<file path="config.mk">
export PLATFORM = sky130hd
export DESIGN_NAME = node_id_to_mac_table
export DESIGN_NICKNAME = d
export VERILOG_FILES = /design/src/ntm_pkg.sv /design/src/ntm_mem.sv /design/src/ntm_seq.sv /design/src/node_id_to_mac_table.sv
export SDC_FILE = /design/constraint.sdc
export NUM_CORES = 2
export LEC_CHECK = 0
export BUFFER_PORTS_ARGS = -buffer_cell sky130_fd_sc_hd__buf_4
export CORE_MARGIN = 4
export CORE_UTILIZATION = 30
export CTS_BUF_LIST = sky130_fd_sc_hd__clkbuf_16
export CTS_CLUSTER_DIAMETER = 200
export DETAILED_ROUTE_END_ITERATION = 7
export GPL_TIMING_DRIVEN = 0
export PLACE_DENSITY = 0.51
export SLEW_MARGIN = 25
export SYNTH_ARGS = -nofsm -noshare
export SYNTH_HDL_FRONTEND = slang
export SYNTH_SLANG_ARGS = --single-unit
export TNS_END_PERCENT = 5
</file>
<file path="constraint.sdc">
create_clock -name clk -period 10.3 [get_ports clk]
set_input_delay 2.06 -clock clk [delete_from_list [all_inputs] [get_ports clk]]
set_output_delay 2.06 -clock clk [all_outputs]
set_load 0.02 [all_outputs]
</file>
<file path="src/ntm_pkg.sv">
// node id to mac table: shared types, request and status codes, default sizes
// no dependencies; used by every module of the block
`default_nettype none

package ntm_pkg;

    localparam int DEPTH_DEF = 32;
    localparam int ID_W      = 8;
    localparam int MAC_W     = 48;
    localparam int COUNT_W   = 6;

    // request kinds
    localparam logic [1:0] REQ_SET    = 2'd0;
    localparam logic [1:0] REQ_DEL    = 2'd1;
    localparam logic [1:0] REQ_LOOKUP = 2'd2;

    // result status
    localparam logic [1:0] ST_OK        = 2'd0;
    localparam logic [1:0] ST_NOT_FOUND = 2'd1;
    localparam logic [1:0] ST_IGNORED   = 2'd2;
    localparam logic [1:0] ST_FULL      = 2'd3;

    typedef struct packed {
        logic [1:0]       req_type;
        logic [ID_W-1:0]  node_id;
        logic [MAC_W-1:0] mac_value;
    } req_t;

    typedef struct packed {
        logic [1:0]         status;
        logic [MAC_W-1:0]   mac_out;
        logic [COUNT_W-1:0] entry_count;
    } res_t;

    typedef struct packed {
        logic [ID_W-1:0]  id;
        logic [MAC_W-1:0] mac;
    } entry_t;

    typedef enum logic [1:0] {
        S_IDLE,
        S_SCAN,
        S_DECIDE,
        S_DONE
    } seq_state_t;

endpackage

`default_nettype wire

</file>
<file path="src/ntm_mem.sv">
// node id to mac table: entry memory, one write and one registered read port
// depends on ntm_pkg for the entry type
`default_nettype none

module ntm_mem #(
    parameter int DEPTH = ntm_pkg::DEPTH_DEF
) (
    input  wire logic                         clk,
    input  wire logic                         we,
    input  wire logic [$clog2(DEPTH)-1:0]     waddr,
    input  wire ntm_pkg::entry_t              wdata,
    input  wire logic                         re,
    input  wire logic [$clog2(DEPTH)-1:0]     raddr,
    output ntm_pkg::entry_t                   rdata
);

    ntm_pkg::entry_t mem [DEPTH];
    ntm_pkg::entry_t rdata_reg;

    always_ff @(posedge clk)
    begin
        if (we)
        begin
            mem[waddr] <= wdata;
        end
    end

    always_ff @(posedge clk)
    begin
        if (re)
        begin
            rdata_reg <= mem[raddr];
        end
    end

    assign rdata = rdata_reg;

endmodule

`default_nettype wire

</file>
<file path="src/ntm_seq.sv">
// node id to mac table: request sequencer, scans the used slots then writes back
// depends on ntm_pkg and drives the ports of ntm_mem
`default_nettype none

module ntm_seq #(
    parameter int DEPTH = ntm_pkg::DEPTH_DEF
) (
    input  wire logic                         clk,
    input  wire logic                         rst_n,
    input  wire logic                         req_valid,
    output logic                              req_ready,
    input  wire ntm_pkg::req_t                req,
    output logic                              res_valid,
    input  wire logic                         res_ready,
    output ntm_pkg::res_t                     res,
    output logic                              mem_we,
    output logic [$clog2(DEPTH)-1:0]          mem_waddr,
    output ntm_pkg::entry_t                   mem_wdata,
    output logic                              mem_re,
    output logic [$clog2(DEPTH)-1:0]          mem_raddr,
    input  wire ntm_pkg::entry_t              mem_rdata
);

    localparam int AW = $clog2(DEPTH);
    localparam int CW = $clog2(DEPTH + 1);

    ntm_pkg::seq_state_t state_reg, state_next;
    ntm_pkg::req_t       req_reg, req_next;
    logic [CW-1:0]       count_reg, count_next;
    logic [CW-1:0]       addr_reg, addr_next;
    logic                pend_reg, pend_next;
    logic [AW-1:0]       pidx_reg, pidx_next;
    logic                found_reg, found_next;
    logic [AW-1:0]       slot_reg, slot_next;
    logic [ntm_pkg::MAC_W-1:0] fmac_reg, fmac_next;
    ntm_pkg::entry_t     last_reg, last_next;
    ntm_pkg::res_t       res_reg, res_next;

    always_ff @(posedge clk or negedge rst_n)
    begin
        if (!rst_n)
        begin
            state_reg <= ntm_pkg::S_IDLE;
            count_reg <= '0;
            pend_reg  <= 1'b0;
        end
        else
        begin
            state_reg <= state_next;
            count_reg <= count_next;
            pend_reg  <= pend_next;
        end
    end

    always_ff @(posedge clk)
    begin
        req_reg   <= req_next;
        addr_reg  <= addr_next;
        pidx_reg  <= pidx_next;
        found_reg <= found_next;
        slot_reg  <= slot_next;
        fmac_reg  <= fmac_next;
        last_reg  <= last_next;
        res_reg   <= res_next;
    end

    always_comb
    begin
        state_next = state_reg;
        req_next   = req_reg;
        count_next = count_reg;
        addr_next  = addr_reg;
        pend_next  = 1'b0;
        pidx_next  = addr_reg[AW-1:0];
        found_next = found_reg;
        slot_next  = slot_reg;
        fmac_next  = fmac_reg;
        last_next  = last_reg;
        res_next   = res_reg;
        req_ready  = 1'b0;
        res_valid  = 1'b0;
        mem_we     = 1'b0;
        mem_waddr  = slot_reg;
        mem_wdata  = '{id: req_reg.node_id, mac: req_reg.mac_value};
        mem_re     = 1'b0;
        mem_raddr  = addr_reg[AW-1:0];

        unique case (state_reg)
            ntm_pkg::S_IDLE:
            begin
                req_ready = 1'b1;
                if (req_valid)
                begin
                    req_next   = req;
                    addr_next  = '0;
                    found_next = 1'b0;
                    state_next = ntm_pkg::S_SCAN;
                end
            end

            ntm_pkg::S_SCAN:
            begin
                // one read per used slot, compare lands in the following cycle
                mem_re = (addr_reg < count_reg);
                if (mem_re)
                begin
                    addr_next = addr_reg + CW'(1);
                end
                pend_next = mem_re;
                if (pend_reg)
                begin
                    if (mem_rdata.id == req_reg.node_id && !found_reg)
                    begin
                        found_next = 1'b1;
                        slot_next  = pidx_reg;
                        fmac_next  = mem_rdata.mac;
                    end
                    if (CW'(pidx_reg) == count_reg - CW'(1))
                    begin
                        last_next = mem_rdata;
                    end
                end
                if (!mem_re)
                begin
                    state_next = ntm_pkg::S_DECIDE;
                end
            end

            ntm_pkg::S_DECIDE:
            begin
                res_next.status  = ntm_pkg::ST_IGNORED;
                res_next.mac_out = '0;
                case (req_reg.req_type)
                    ntm_pkg::REQ_SET:
                    begin
                        if (req_reg.node_id != '0 && req_reg.mac_value != '0)
                        begin
                            if (found_reg)
                            begin
                                mem_we          = 1'b1;
                                res_next.status = ntm_pkg::ST_OK;
                            end
                            else if (count_reg < CW'(DEPTH))
                            begin
                                mem_we          = 1'b1;
                                mem_waddr       = count_reg[AW-1:0];
                                count_next      = count_reg + CW'(1);
                                res_next.status = ntm_pkg::ST_OK;
                            end
                            else
                            begin
                                res_next.status = ntm_pkg::ST_FULL;
                            end
                        end
                    end
                    ntm_pkg::REQ_DEL:
                    begin
                        if (found_reg)
                        begin
                            // last entry moves into the freed slot
                            mem_we          = 1'b1;
                            mem_wdata       = last_reg;
                            count_next      = count_reg - CW'(1);
                            res_next.status = ntm_pkg::ST_OK;
                        end
                        else
                        begin
                            res_next.status = ntm_pkg::ST_NOT_FOUND;
                        end
                    end
                    ntm_pkg::REQ_LOOKUP:
                    begin
                        if (found_reg)
                        begin
                            res_next.mac_out = fmac_reg;
                            res_next.status  = ntm_pkg::ST_OK;
                        end
                        else
                        begin
                            res_next.status = ntm_pkg::ST_NOT_FOUND;
                        end
                    end
                    default:
                    begin
                        res_next.status = ntm_pkg::ST_IGNORED;
                    end
                endcase
                res_next.entry_count = ntm_pkg::COUNT_W'(count_next);
                state_next = ntm_pkg::S_DONE;
            end

            ntm_pkg::S_DONE:
            begin
                res_valid = 1'b1;
                if (res_ready)
                begin
                    state_next = ntm_pkg::S_IDLE;
                end
            end

            default:
            begin
                state_next = ntm_pkg::S_IDLE;
            end
        endcase
    end

    assign res = res_reg;

endmodule

`default_nettype wire

</file>
<file path="src/node_id_to_mac_table.sv">
// node id to mac table: top level with stream ports and the output register
// depends on ntm_pkg, ntm_seq and ntm_mem
`default_nettype none

// Keeps a packed table of up to DEPTH (node id, 48-bit MAC) pairs in one
// synchronous memory, slots 0 to count-1 in use. Each request on the slave
// stream is a set (tuser 0), a delete (1) or a lookup (2); every request
// gives exactly one result on the master stream. A set with node 0 or an
// all-zero MAC, and request code 3, report ignored; a set updates a matching
// entry, appends, or reports full. A delete moves the last entry into the
// freed slot. One request is worked at a time: the scan reads one used slot
// per cycle through the single memory read port, then the decide step writes
// back and forms the result. The result sits in an output register, so the
// next request is taken while the previous result still waits. The memory has
// no reset; slots beyond the count are never read. entry_count shows the count
// modulo 64.
module node_id_to_mac_table #(
    parameter int DEPTH = ntm_pkg::DEPTH_DEF
) (
    input  wire logic        clk,
    input  wire logic        rst_n,
    input  wire logic        s_axis_tvalid,
    output logic             s_axis_tready,
    input  wire logic [55:0] s_axis_tdata,   // node_id[7:0], mac_value[55:8]
    input  wire logic [1:0]  s_axis_tuser,   // req_type[1:0]
    output logic             m_axis_tvalid,
    input  wire logic        m_axis_tready,
    output logic [55:0]      m_axis_tdata,   // mac_out[47:0], entry_count[53:48], zero pad
    output logic [1:0]       m_axis_tuser    // status[1:0]
);

    localparam int AW = $clog2(DEPTH);

    ntm_pkg::req_t   req;
    ntm_pkg::res_t   res;
    logic            res_valid;
    logic            res_ready;
    logic            mem_we;
    logic [AW-1:0]   mem_waddr;
    ntm_pkg::entry_t mem_wdata;
    logic            mem_re;
    logic [AW-1:0]   mem_raddr;
    ntm_pkg::entry_t mem_rdata;

    logic            m_valid_reg;
    ntm_pkg::res_t   m_data_reg;

    // unpack the request
    assign req.req_type  = s_axis_tuser;
    assign req.node_id   = s_axis_tdata[7:0];
    assign req.mac_value = s_axis_tdata[55:8];

    ntm_seq #(
        .DEPTH (DEPTH)
    ) u_seq (
        .clk       (clk),
        .rst_n     (rst_n),
        .req_valid (s_axis_tvalid),
        .req_ready (s_axis_tready),
        .req       (req),
        .res_valid (res_valid),
        .res_ready (res_ready),
        .res       (res),
        .mem_we    (mem_we),
        .mem_waddr (mem_waddr),
        .mem_wdata (mem_wdata),
        .mem_re    (mem_re),
        .mem_raddr (mem_raddr),
        .mem_rdata (mem_rdata)
    );

    // the sequencer serializes requests, so a read never overlaps a pending
    // write of the same slot and no forwarding is needed
    ntm_mem #(
        .DEPTH (DEPTH)
    ) u_mem (
        .clk   (clk),
        .we    (mem_we),
        .waddr (mem_waddr),
        .wdata (mem_wdata),
        .re    (mem_re),
        .raddr (mem_raddr),
        .rdata (mem_rdata)
    );

    // output register: loads when empty or draining this cycle
    assign res_ready = !m_valid_reg || m_axis_tready;

    always_ff @(posedge clk or negedge rst_n)
    begin
        if (!rst_n)
        begin
            m_valid_reg <= 1'b0;
        end
        else if (res_ready)
        begin
            m_valid_reg <= res_valid;
        end
    end

    always_ff @(posedge clk)
    begin
        if (res_valid && res_ready)
        begin
            m_data_reg <= res;
        end
    end

    assign m_axis_tvalid = m_valid_reg;
    assign m_axis_tdata  = {2'b00, m_data_reg.entry_count, m_data_reg.mac_out};
    assign m_axis_tuser  = m_data_reg.status;

endmodule

`default_nettype wire

</file>
==> results.ini <==
[setup_path]
r2r_setup_slack_ns=5.25
startpoint=u_seq.req_reg[0]
rr_startpoint=u_seq.req_reg[0]
worstPathRequired_ns=10.90
crit_fanout=13
end_kind=flip-flop
crit_buf_inv=4
crit_family=simple AND/OR/NAND/NOR gates
critPathMostFrequentCell=buf_16
cp-start-kind=flip-flop
crit_slowest_cell=nor4_1
critPathMaxStageDelay_ns=0.85
cp_cell_sequence=nor4_1 -> nand4_1 -> o31ai_1 -> o21ai_2 -> nand3b_1 -> o22ai_4 -> buf_16 -> buf_8 -> buf_16 -> buf_16
cp.arrival_ns=5.65
path_class=flip-flop to flip-flop

[final_layout]
drive_gt1_share_pct=24.00
final_nets=4776
largest_reg_flops=1792
area_growth_pct=20.01

[clock_network]
holdBufCountCts=0
post_cts_buffers=0
clock_path_buffers=4
clockRootBuffer=clkbuf_16
tritoncts=built
htreeDepth=4
clk_pin_slew_ns=0.06
cts_resized=0
cts_buffers=223
clock-sinks=2149
clk_latency_ns=0.88

[logic_synthesis]
syn-mean-instance-area_um2=19.80
synth.area.top_cells=edfxtp_1 (78%), mux4_2 (6.1%), mux2i_1 (4.1%), mux2_2 (2.3%), a21oi_1 (1.1%)
synth.distinct_cells=59
synth_seq_cells=2149
synth.top_cell.area_share_pct=77.56
synthFlopType=edfxtp_1
yosysTopAreaCell=edfxtp_1
ys_seq_area_share_pct=77.99
synth_edf_count=2134
netlist_area_um2=82620
syn_inst=4172
ys_async_sr_fraction_pct=0.4653
ys_warn_count=0

[global_route]
antenna_found_initial=13
grt_max_degree=37
grt_util_all_layers_pct=15.96
grt_pass1_wl_mm=325.5
grt_pass1_vias=42910
grt.overflow.total=0

[route]
top_layer=met5
via_per_inst=4.989
wl_met3_mm=13.80
drtIter0Drc=3838
met1Wirelength_mm=93.73
routed-wl-met2_mm=118.3
wl_mm=233.0
routedWlPerCell_um=27.51
drtPass1Iterations=6
vias=42260
ant_nets=0
drc=0

[floorplan]
start_util_pct=30.17
num_io_pins=122
core_um2=273900
die_width_um=532.8
num_rows=192
die_h_um=532.8
die_area_um2=283800

[timing]
fmax_mhz=198.1
worst_slack_ns=5.251
worst_pin_slew_ns=1.110
final_hold_viol_count=0
fin_hold_ws_ns=0.4134
rsz0062_at_grt=no
slew_violations=0
min_period_ns=5.049
clock_skew_ns=0.06032
final.period_utilization_pct=49.01
finalSetupViolations=0
relSlewSlack_pct=25.99

[place]
io_buffer_count=119
dp_slack_ns=5.073
gp_congestion=0.7885
dp_hpwl_mm=166.7

[flow_run]
maxCapViolations=0

[worst_hold_path]
min_from=u_mem.rdata[0]
hp-class=flip-flop to flip-flop

[status]
status=complete, no violations

[power_and_ir_drop]
p_leak_nw=32.27
power_density_nw_per_um2=267.2
max-vdd-ir-drop_v=0.0001492

-- per-layer routing --
layer	GRT usage, %	up-vias
met1	20.23	22240
met4	5.104	2
met2	27.83	1373
met3	2.619	352
li1	-	18290
met5	0	-
-- worst reg2reg max path, delay by kind of cell, from the launching register on --
kind,cells,cell delay [ns]
AOI/OAI and AO/OA,3,1.25
buffers and inverters,4,0.82
DFF,1,0.45
and+or+nand+nor,3,2.25
-- layout by cell type (no fill, tap or decap), types with 69 or more instances in the layout --
cell	Yosys	routed
mux4_2	224	224
clkbuf_1	106	97
o22ai_1	129	112
clkbuf_16	0	229
edfxtp_1	2134	2134
buf_2	51	69
a21oi_1	184	182
nand2_1	138	135
inv_1	13	70
mux2i_1	339	339
o221ai_1	100	100
mux2_2	170	170
o21ai_0	84	78
buf_4	24	146
buf_16	0	109
-- cell type report --
cell class | count | area [um^2]
fill | 25290 | 174700
sequential | 2149 | 64430
multi-input combinational | 1773 | 17170
clock buffer | 229 | 5731
timing repair buffer | 300 | 4673
tap | 3589 | 4491
buffer | 236 | 1419
clock inverter | 173 | 1165
inverter | 15 | 56.30
antenna | 6 | 15.01
-- cell families after synthesis --
kind of cell	after synthesis	synth area share, %
other cells	1	0.004539
simple gates	307	1.792
xor+xnor	23	0.2438
compound gates	692	5.428
mux	733	12.53
fa+ha+maj	16	0.2423
buf+inv	251	1.770
flops	2149	77.99
-- metrics by stage --
step           instance area, um^2   TNS, ns  total power [mW]  util (%)  std cells
6_report                     99150         0             26.49     36.20       8470
5_1_grt                      99140         0             27.64     36.20       8465
2_1_floorplan                82620         0             15.83         -       4173
3_3_place_gp                 88010  -7327.37             18.91     32.14       7881
4_1_cts                      99130         0             26.81     36.20       8464
3_5_place_dp                 92240         0             19.11     33.68       8062
-- worst paths after layout --
kind                                 endpoint  cells past startpoint
min in group asynchronous       m_axis_tvalid                      1
hold / removal              u_seq.last_reg[0]                      0
max in group asynchronous  u_seq.count_reg[5]                      1
hold reg to reg             u_seq.last_reg[0]                      0
setup / recovery            u_mem.mem[18][39]                     10
setup reg to reg            u_mem.mem[18][39]                     10
-- where the power goes --
part	total, mW	leakage, nW	internal, mW	switching, mW
Clock	7.68	3.60	4.37	3.31
Combinational	7.93	9.24	2.81	5.12
Sequential	10.9	19.4	10.6	0.248
Total	26.5	32.3	17.8	8.68
-- Yosys cell counts, types with 2 or more instances --
library cell / number
a211oi_1: 59
a21o_1: 59
a21oi_1: 184
a22oi_1: 6
a31oi_1: 3
and2_1: 5
and3_1: 50
buf_1: 20
buf_12: 11
buf_2: 51
buf_4: 24
buf_6: 20
buf_8: 3
clkbuf_1: 106
dfrtp_1: 10
dfxtp_1: 5
edfxtp_1: 2134
ha_1: 16
inv_1: 13
mux2_2: 170
mux2i_1: 339
mux4_2: 224
nand2_1: 138
nand2b_1: 5
nand3_1: 33
nand3b_1: 8
nand4_1: 10
nor2_1: 25
nor3_1: 9
nor3b_1: 2
nor4_1: 15
o211a_1: 2
o211ai_1: 2
o21ai_0: 84
o21ai_1: 42
o221ai_1: 100
o221ai_2: 12
o22ai_1: 129
or3_1: 2
or3b_2: 2
xnor2_1: 14
xor2_1: 9
Power figures use the tool's default switching activity.
